<file path="src/design/lir_pkg.sv">
// Shared constants and types for the linear interpolation resampler.
`default_nettype none

package lir_pkg;

    localparam int SAMPLE_BITS  = 16;
    localparam int FRAC_BITS    = 16;
    localparam int MAX_UPSAMPLE = 16;
    localparam int STEP_BITS    = 21;

    // Phase must hold two whole input positions and a phase below one plus the largest step.
    localparam int PHASE_BITS =
        ((STEP_BITS > FRAC_BITS + 1) ? STEP_BITS : FRAC_BITS + 1) + 1;

    localparam logic [PHASE_BITS-1:0] ONE_POS = PHASE_BITS'(1) << FRAC_BITS;
    localparam logic [PHASE_BITS-1:0] TWO_POS = PHASE_BITS'(2) << FRAC_BITS;

    localparam int MIN_STEP_INT = ((1 << FRAC_BITS) + MAX_UPSAMPLE - 1) / MAX_UPSAMPLE;
    localparam logic [STEP_BITS-1:0] MIN_STEP  = STEP_BITS'(MIN_STEP_INT);
    localparam logic [STEP_BITS-1:0] STEP_RESET = STEP_BITS'(1) << FRAC_BITS;

    typedef enum logic [1:0] {
        S_IDLE,
        S_INTERP,
        S_HOLD,
        S_ERR
    } lir_state_t;

endpackage

`default_nettype wire

</file>
<file path="src/design/lir_lerp.sv">
// Shared interpolation unit: a + floor((b - a) * f / 2^FRAC_BITS).
`default_nettype none

module lir_lerp (
    input  wire logic signed [lir_pkg::SAMPLE_BITS-1:0] a,
    input  wire logic signed [lir_pkg::SAMPLE_BITS-1:0] b,
    input  wire logic        [lir_pkg::FRAC_BITS-1:0]   f,
    output logic signed      [lir_pkg::SAMPLE_BITS-1:0] y
);

    localparam int DW = lir_pkg::SAMPLE_BITS + 1;
    localparam int PW = lir_pkg::SAMPLE_BITS + lir_pkg::FRAC_BITS + 2;
    localparam int SW = lir_pkg::SAMPLE_BITS + 2;

    logic signed [DW-1:0] diff;
    logic signed [PW-1:0] prod;
    logic signed [SW-1:0] sum;

    always_comb
    begin
        diff = DW'(b) - DW'(a);
        prod = PW'(diff) * PW'($signed({1'b0, f}));
        // Taking the upper bits of a signed product rounds toward minus infinity.
        sum  = SW'(a) + $signed(prod[PW-1:lir_pkg::FRAC_BITS]);
        y    = sum[lir_pkg::SAMPLE_BITS-1:0];
    end

endmodule

`default_nettype wire

</file>
<file path="src/design/linear_interp_resampler_top.sv">
// Top level of the linear interpolation resampler: sequencer, registers and output stage.
//
//  channel  direction  handshake               payload
//  cfg      in         cfg_valid / cfg_ready   step_q16
//  in       in         in_valid / in_ready     sample_in, last_sample
//  out      out        out_valid / out_ready   sample_out, last_out, error
//
// An input beat is taken in the idle state; the sequencer then emits the results of the interval
// and closes it in a step that emits none, and the final beat of a stream adds a held tail. No
// new input is taken before the interval is closed, as one shared unit serves each interval.
// Reset clears the sequencer and the step register to 1.0. A stalled output holds the
// sequencer only where it would emit a result; configuration beats are always taken.
`default_nettype none

module linear_interp_resampler_top (
    input  wire logic                                   clk,
    input  wire logic                                   rst_n,
    input  wire logic                                   cfg_valid,
    output logic                                        cfg_ready,
    input  wire logic        [lir_pkg::STEP_BITS-1:0]   step_q16,
    input  wire logic                                   in_valid,
    output logic                                        in_ready,
    input  wire logic signed [lir_pkg::SAMPLE_BITS-1:0] sample_in,
    input  wire logic                                   last_sample,
    output logic                                        out_valid,
    input  wire logic                                   out_ready,
    output logic signed      [lir_pkg::SAMPLE_BITS-1:0] sample_out,
    output logic                                        last_out,
    output logic                                        error
);

    localparam int PB = lir_pkg::PHASE_BITS;
    localparam int SB = lir_pkg::SAMPLE_BITS;

    lir_pkg::lir_state_t state_reg, state_next;

    logic [lir_pkg::STEP_BITS-1:0] step_reg, step_next;
    logic [PB-1:0]                 phase_reg, phase_next;
    logic                          have_prev_reg, have_prev_next;
    logic signed [SB-1:0]          prev_reg, prev_next;
    logic signed [SB-1:0]          cur_reg, cur_next;
    logic                          last_reg, last_next;
    logic                          out_valid_reg, out_valid_next;
    logic signed [SB-1:0]          out_sample_reg, out_sample_next;
    logic                          out_last_reg, out_last_next;
    logic                          out_error_reg, out_error_next;

    logic                          in_fire;
    logic                          emit_ok;
    logic                          emit;
    logic [lir_pkg::STEP_BITS-1:0] step_eff;
    logic [PB-1:0]                 phase_sum;
    logic                          phase_ge_one;
    logic                          sum_ge_one;
    logic                          sum_ge_two;
    logic signed [SB-1:0]          lerp_a;
    logic [lir_pkg::FRAC_BITS-1:0] lerp_f;
    logic signed [SB-1:0]          lerp_y;

    assign in_fire      = in_valid && in_ready;
    assign emit_ok      = !out_valid_reg || out_ready;
    assign step_eff     = (step_reg < lir_pkg::MIN_STEP) ? lir_pkg::MIN_STEP : step_reg;
    assign phase_sum    = phase_reg + PB'(step_eff);
    assign phase_ge_one = phase_reg >= lir_pkg::ONE_POS;
    assign sum_ge_one   = phase_sum >= lir_pkg::ONE_POS;
    assign sum_ge_two   = phase_sum >= lir_pkg::TWO_POS;

    // In the tail the unit runs with a zero fraction, which returns the final sample itself.
    assign lerp_a = (state_reg == lir_pkg::S_HOLD) ? cur_reg : prev_reg;
    assign lerp_f = (state_reg == lir_pkg::S_HOLD) ? '0 : phase_reg[lir_pkg::FRAC_BITS-1:0];

    lir_lerp u_lerp (
        .a (lerp_a),
        .b (cur_reg),
        .f (lerp_f),
        .y (lerp_y)
    );

    always_comb
    begin
        state_next = state_reg;
        unique case (state_reg)
            lir_pkg::S_IDLE:
            begin
                if (in_fire)
                begin
                    if (have_prev_reg)
                        state_next = lir_pkg::S_INTERP;
                    else if (last_sample)
                        state_next = lir_pkg::S_ERR;
                end
            end
            lir_pkg::S_INTERP:
            begin
                if (phase_ge_one)
                    state_next = last_reg ? lir_pkg::S_HOLD : lir_pkg::S_IDLE;
            end
            lir_pkg::S_HOLD:
            begin
                if (phase_ge_one)
                    state_next = lir_pkg::S_IDLE;
            end
            lir_pkg::S_ERR:
            begin
                if (emit_ok)
                    state_next = lir_pkg::S_IDLE;
            end
            default:
            begin
                state_next = lir_pkg::S_IDLE;
            end
        endcase
    end

    always_comb
    begin
        in_ready  = (state_reg == lir_pkg::S_IDLE);
        cfg_ready = 1'b1;
        emit      = emit_ok && ((state_reg == lir_pkg::S_ERR)
                    || (((state_reg == lir_pkg::S_INTERP) || (state_reg == lir_pkg::S_HOLD))
                        && !phase_ge_one));
    end

    always_comb
    begin
        step_next       = (cfg_valid && cfg_ready) ? step_q16 : step_reg;
        phase_next      = phase_reg;
        have_prev_next  = have_prev_reg;
        prev_next       = prev_reg;
        cur_next        = cur_reg;
        last_next       = last_reg;
        out_sample_next = out_sample_reg;
        out_last_next   = out_last_reg;
        out_error_next  = out_error_reg;
        out_valid_next  = out_valid_reg && !out_ready;

        unique case (state_reg)
            lir_pkg::S_IDLE:
            begin
                if (in_fire)
                begin
                    if (have_prev_reg)
                    begin
                        cur_next  = sample_in;
                        last_next = last_sample;
                    end
                    else if (!last_sample)
                    begin
                        prev_next      = sample_in;
                        have_prev_next = 1'b1;
                        phase_next     = '0;
                    end
                end
            end
            lir_pkg::S_INTERP:
            begin
                if (phase_ge_one)
                begin
                    phase_next = phase_reg - lir_pkg::ONE_POS;
                    if (!last_reg)
                        prev_next = cur_reg;
                end
                else if (emit)
                begin
                    phase_next = phase_sum;
                end
            end
            lir_pkg::S_HOLD:
            begin
                if (phase_ge_one)
                begin
                    phase_next     = '0;
                    have_prev_next = 1'b0;
                    prev_next      = '0;
                end
                else if (emit)
                begin
                    phase_next = phase_sum;
                end
            end
            lir_pkg::S_ERR:
            begin
                phase_next = '0;
            end
            default:
            begin
                phase_next = phase_reg;
            end
        endcase

        if (emit)
        begin
            out_valid_next = 1'b1;
            unique case (state_reg)
                lir_pkg::S_ERR:
                begin
                    out_sample_next = '0;
                    out_last_next   = 1'b1;
                    out_error_next  = 1'b1;
                end
                lir_pkg::S_HOLD:
                begin
                    out_sample_next = lerp_y;
                    out_last_next   = sum_ge_one;
                    out_error_next  = 1'b0;
                end
                default:
                begin
                    // A final interval whose tail is empty carries the end mark itself.
                    out_sample_next = lerp_y;
                    out_last_next   = last_reg && sum_ge_two;
                    out_error_next  = 1'b0;
                end
            endcase
        end
    end

    always_ff @(posedge clk or negedge rst_n)
    begin
        if (!rst_n)
        begin
            state_reg     <= lir_pkg::S_IDLE;
            step_reg      <= lir_pkg::STEP_RESET;
            phase_reg     <= '0;
            have_prev_reg <= 1'b0;
            out_valid_reg <= 1'b0;
        end
        else
        begin
            state_reg     <= state_next;
            step_reg      <= step_next;
            phase_reg     <= phase_next;
            have_prev_reg <= have_prev_next;
            out_valid_reg <= out_valid_next;
        end
    end

    always_ff @(posedge clk)
    begin
        prev_reg       <= prev_next;
        cur_reg        <= cur_next;
        last_reg       <= last_next;
        out_sample_reg <= out_sample_next;
        out_last_reg   <= out_last_next;
        out_error_reg  <= out_error_next;
    end

    assign out_valid  = out_valid_reg;
    assign sample_out = out_sample_reg;
    assign last_out   = out_last_reg;
    assign error      = out_error_reg;

endmodule

`default_nettype wire

</file>
<file path="config.mk">
export PLATFORM = sky130hd
export DESIGN_NAME = linear_interp_resampler_top
export DESIGN_NICKNAME = d
export VERILOG_FILES = /design/src/design/lir_pkg.sv /design/src/design/lir_lerp.sv /design/src/design/linear_interp_resampler_top.sv
export SDC_FILE = /design/constraint.sdc
export NUM_CORES = 1
export LEC_CHECK = 0
export ABC_AREA = 1
export BUFFER_PORTS_ARGS = -buffer_cell sky130_fd_sc_hd__buf_2
export CAP_MARGIN = 30
export CORE_AREA = 2 2 193 213
export CTS_BUF_LIST = sky130_fd_sc_hd__clkbuf_16
export CTS_CLUSTER_DIAMETER = 30
export DETAILED_ROUTE_END_ITERATION = 8
export DIE_AREA = 0 0 195 215
export GPL_ROUTABILITY_DRIVEN = 0
export PLACE_DENSITY = 0.73
export SETUP_SLACK_MARGIN = 0.15
export SLEW_MARGIN = 15
export SYNTH_ARGS = -nofsm -noshare
export SYNTH_HDL_FRONTEND = slang
export SYNTH_HIERARCHICAL = 1
export SYNTH_SLANG_ARGS = --single-unit
</file>
<file path="constraint.sdc">
create_clock -name clk -period 8.9 [get_ports clk]
set_input_delay 0.89 -clock clk [delete_from_list [all_inputs] [get_ports clk]]
set_output_delay 0.89 -clock clk [all_outputs]
set_load 0.01 [all_outputs]
</file>
==> results.json, run 1 <==
{
  "status": "completed",
  "layout_min_cycle_time_ns": 8.89,
  "drv_cap": 0,
  "drt-initial-drc-count": 1261,
  "firstDrtPassIters": 5,
  "totalWireLength_um": 53700,
  "setup_viol": 0,
  "ys_seq_area_frac": 0.150,
  "met2_usage": 0.429,
  "postLayoutCellArea_sq_mm": 0.0228,
  "max_slew.worst_pin.slew_ns": 0.951,
  "r2r_start": "state_reg[0]",
  "portBuffers": 62,
  "layout_common_cells": "inv_1, nand2_1, fa_1",
  "fill_cells": 3405,
  "avgSynthCellArea_sq_um": 7.63,
  "ys_ff_latch": 98,
  "die_area_sq_mm": 0.0419,
  "worstPathArrival_ns": 9.00,
  "finalCritPeriodShare": 0.999,
  "die-height_um": 215,
  "hold_buffers": 0,
  "gr-max-usage-layer": "met2",
  "drv_slew": 0,
  "drc_errors": 0,
  "final_hold_viol_count": 0,
  "slowest_stage": "fa_2",
  "synth_flop_cell": "edfxtp_1",
  "grt_max_degree": 35,
  "wire_per_inst_um": 16.9,
  "cts_tree": "done",
  "h-tree-depth": 3,
  "chipWidth_um": 195,
  "syn_area_sq_mm": 0.0181,
  "path_clk_slew_ns": 0.08,
  "crit_top_cell": "inv_1",
  "cts-root-buf": "clkbuf_16",
  "slew_headroom": 0.366,
  "final-seq-area_sq_mm": 0.00271,
  "rsz0062_at_grt": "true",
  "rrSetupSlack_ns": 0.006,
  "dp_hpwl_um": 41000,
  "cp.required_ns": 9.01,
  "io_pins": 64,
  "via_count": 16600,
  "cts_buffer_depth": 2,
  "async_flop_share": 0.480,
  "rr_endpoint": "sample_out[13]",
  "grt_pass1_wl_um": 83100,
  "nNetsFinal": 3109,
  "clock_skew_ns": 0.0176,
  "grt_usage": 0.249,
  "end_kind": "flop",
  "antenna_found_initial": 0,
  "insertion_delay_ns": 0.38,
  "critPathLaunchType": "flop",
  "instances_no_fill": 3175,
  "synth_cell_type_count": 60,
  "core_sq_mm": 0.0399,
  "final_common_cell": "inv_1",
  "ys_warn_count": 6,
  "num_rows": 77,
  "worstHoldPathType": "primary input to asynchronous set/reset pin",
  "grt_pass1_vias": 17100,
  "path_class": "flop to flop",
  "antenna_cells": 0,
  "antenna_left": 0,
  "viasPerCell": 5.23,
  "gr-total-overflow": 0,
  "tns_ns": 0,
  "max_freq_ghz": 0.112,
  "cts_buffers": 9,
  "grtUsageMet3": 0.0394,
  "grt_use_met1": 0.292,
  "dpl_cell_area_sq_mm": 0.0205,
  "cp_max_fo": 5,
  "syn_inst": 2371,
  "largest_reg_flops": 22,
  "multi_input_area_sq_mm": 0.0144,
  "start_util": 0.453,
  "cts_num_sinks": 98,
  "syn_nets": 2823,
  "critPathMaxStageDelay_ns": 0.60,
  "area_growth_pct": 26.2,
  "worstRegToRegCells": 46,
  "synth_edf_count": 51,
  "place_inst": 3120,
  "drive_gt1_frac": 0.256
}
-- critical path, delay by kind of cell, from the launching register on --
family / cells / cell delay, ns
compound gates: 6 / 0.88
simple gates: 13 / 1.35
buf+inv: 13 / 1.09
flops: 1 / 0.39
xor+xnor: 3 / 0.55
fa+ha+maj: 11 / 4.35
-- worst max-delay path by stage --
stage | from | end | cells after the start
after floorplan | state_reg[0] | sample_out[15] | 48
after global placement | state_reg[0] | sample_out[15] | 50
after detailed placement | state_reg[0] | sample_out[15] | 53
after CTS | state_reg[1] | sample_out[15] | 49
after global routing | state_reg[0] | sample_out[13] | 46
final | state_reg[0] | sample_out[13] | 46
-- layout make-up --
cell class,count,area share
Multi-Input combinational cell,1632,0.632
Sequential cell,98,0.119
Timing Repair Buffer,325,0.108
Inverter,591,0.0988
Tap cell,513,0.0281
Clock buffer,9,0.00987
Clock inverter,7,0.00433
-- synthesized netlist by cell type, drive strengths merged (2+ instances only) --
master | instances | area, sq um
inv | 584 | 2190
nand2 | 539 | 2090
nor2 | 275 | 1080
fa | 268 | 5370
ha | 141 | 1760
a21oi | 100 | 557
nand3 | 89 | 460
o21ai | 72 | 402
edfxtp | 51 | 1530
dfrtp | 46 | 1150
xor2 | 41 | 393
clkbuf | 39 | 146
or2 | 14 | 87.6
nor3 | 13 | 76.3
xnor2 | 13 | 114
buf | 11 | 82.6
o21bai | 11 | 93.8
nand4 | 10 | 62.6
mux2 | 8 | 90.1
clkinv | 7 | 38.8
nand3b | 6 | 45.0
a21o | 5 | 37.5
a31oi | 4 | 25.0
nor4 | 4 | 25.0
o31ai | 4 | 35.0
a211oi | 2 | 15.0
o211ai | 2 | 15.0
o21a | 2 | 15.0
-- stage by stage --
step	util	hold WS, ns	worst slack [ns]
2_1_floorplan	-	0.491	0.213
3_3_place_gp	0.514	0.515	-0.212
3_5_place_dp	0.515	0.517	-0.378
4_1_cts	0.538	0.487	0.155
5_1_grt	0.572	0.520	-0.320
6_report	0.572	0.481	0.00566
-- what timing repair did --
action,4_1_cts,5_1_grt
gates cloned,0,2
setup endpoints to repair,14,15
resized for setup,111,263
pin swaps,28,136
buffers inserted,14,23
-- kinds of logic (layout without fill, tap and decap cells) --
kind of cell | after synthesis | count (layout) | share of synthesized area
and+or+nand+nor | 951 | 951 | 0.217
adders and majority gates | 409 | 409 | 0.394
other | 1 | 1 | 0.000207
AOI/OAI and AO/OA | 209 | 209 | 0.0692
buffers and inverters | 641 | 932 | 0.136
xor gates and xnor gates | 54 | 54 | 0.0280
muxes | 8 | 8 | 0.00498
DFF | 98 | 98 | 0.150
-- metal layers --
layer / vias up / wire length [um]
li1: 7649 / -
met1: 8022 / 20200
met2: 703 / 26400
met5: - / 0
met3: 223 / 3500
met4: 0 / 3590
Power of run 1 is not shown: default switching activity piles up to over one toggle a cycle in this logic, so the estimate is an artifact.
==> inputs of run 2 (changes only) <==
BUFFER_PORTS_ARGS = unset   (was -buffer_cell sky130_fd_sc_hd__buf_2)
CTS_BUF_LIST = unset   (was sky130_fd_sc_hd__clkbuf_16)
DONT_BUFFER_PORTS = 1   (was unset)
PLACE_DENSITY = 0.62   (was 0.73)
==> results.json, run 2 (synthesis results as in run 1) <==
{
  "antenna_cells": 0,
  "start_util": 0.453,
  "grt_max_degree": 48,
  "cts_tree": "done",
  "nNetsFinal": 3090,
  "timing.final.ws_setup_ns": 0.0579,
  "worstPathArrival_ns": 8.94,
  "max_slew.worst_pin.slew_ns": 0.876,
  "rrSetupSlack_ns": 0.06,
  "rr_endpoint": "sample_out[9]",
  "portBuffers": 0,
  "critPathLaunchType": "flop",
  "cts_num_sinks": 98,
  "area_growth_pct": 28.1,
  "worstHoldPathType": "primary input to asynchronous set/reset pin",
  "num_rows": 77,
  "drv_slew": 0,
  "antenna_found_initial": 0,
  "cts_buffers": 9,
  "chipWidth_um": 195,
  "grt_pass1_wl_um": 83900,
  "largest_reg_flops": 22,
  "whs_ns": 0.211,
  "layout_min_cycle_time_ns": 8.84,
  "max_freq_ghz": 0.113,
  "critPathMaxStageDelay_ns": 0.59,
  "path_clk_slew_ns": 0.07,
  "totalWireLength_um": 53800,
  "io_pins": 64,
  "grt_pass1_vias": 16800,
  "drive_gt1_frac": 0.280,
  "drt-initial-drc-count": 1263,
  "end_kind": "flop",
  "clock_skew_ns": 0.0112,
  "via_count": 16200,
  "slowest_stage": "fa_1",
  "hold_buffers": 0,
  "core_sq_mm": 0.0399,
  "firstDrtPassIters": 5,
  "drc_errors": 0,
  "insertion_delay_ns": 0.37,
  "worstRegToRegCells": 46,
  "dp_hpwl_um": 41800,
  "status": "completed",
  "layout_common_cells": "inv_1, nand2_1, buf_4",
  "rsz0062_at_grt": "true",
  "die-height_um": 215,
  "cp.required_ns": 9.00,
  "finalCritPeriodShare": 0.993,
  "h-tree-depth": 3,
  "gr-total-overflow": 0,
  "viasPerCell": 5.14,
  "die_area_sq_mm": 0.0419,
  "antenna_left": 0,
  "met1_length_um": 21700,
  "cts_buffer_depth": 2,
  "dr_wl_met2_um": 26700,
  "drv_cap": 0,
  "cts-root-buf": "clkbuf_16",
  "cp_max_fo": 8,
  "path_class": "flop to flop",
  "highest_layer": "met4",
  "post-place-ws_ns": -0.580,
  "fill_cells": 3500,
  "setup_viol": 0,
  "r2r_start": "state_reg[0]",
  "wire_per_inst_um": 17.0,
  "final_hold_viol_count": 0,
  "wl_met3_um": 2630,
  "grt_usage": 0.253,
  "slew_headroom": 0.416,
  "final_common_cell": "inv_1"
}
run 2: per-stage QoR:
step | utilization | instances | area [sq um] | TNS, ns
final | 0.581 | 3156 | 23200 | 0
after global routing | 0.581 | 3156 | 23200 | -1.46
after CTS | 0.542 | 3112 | 21600 | 0
after detailed placement | 0.509 | 3071 | 20300 | -4.37
after global placement | 0.509 | 3071 | 20300 | -3.76
after floorplan | - | 2371 | 18100 | 0
run 2: area by class of cell:
type | instances | area [sq um] | area share
well taps | 513 | 642 | 0.0277
clock inverters | 2 | 17.5 | 0.000756
multi-input cells | 1632 | 14800 | 0.637
clock buffers | 14 | 285 | 0.0123
inverters | 591 | 2280 | 0.0983
repair buffers | 306 | 2470 | 0.107
flip-flops and latches | 98 | 2710 | 0.117
run 2: worst max-delay path: cells and delay by family, from the launching register on:
family | cells | cell delay (ns)
buf+inv | 14 | 1.21
fa+ha+maj | 10 | 4.21
xor+xnor | 2 | 0.30
simple gates | 11 | 1.20
compound gates | 9 | 1.22
flops | 1 | 0.39
run 2: how the worst max path moves through the flow:
stage	from	end	slack, ns	cells past startpoint
floorplan	state_reg[0]	sample_out[15]	0.21	48
detailed placement	state_reg[0]	sample_out[13]	-0.58	42
global placement	state_reg[0]	sample_out[13]	-0.56	41
finish	state_reg[0]	sample_out[9]	0.06	46
CTS	state_reg[0]	sample_out[13]	0.14	46
global route	state_reg[0]	sample_out[12]	-0.31	45
run 2: timing repair:
item | 4_1_cts | 5_1_grt
setup buffers | 23 | 44
pin swaps | 85 | 163
gates cloned | 2 | 0
endpoints found under the setup margin | 14 | 14
resized for setup | 183 | 306
run 2: layer usage:
metal | global-route usage | vias up
met4 | 0.111 | 0
met2 | 0.441 | 539
met5 | 0 | -
met3 | 0.0250 | 150
met1 | 0.321 | 7906
li1 | - | 7629
Power of run 2 is left out for the same reason.
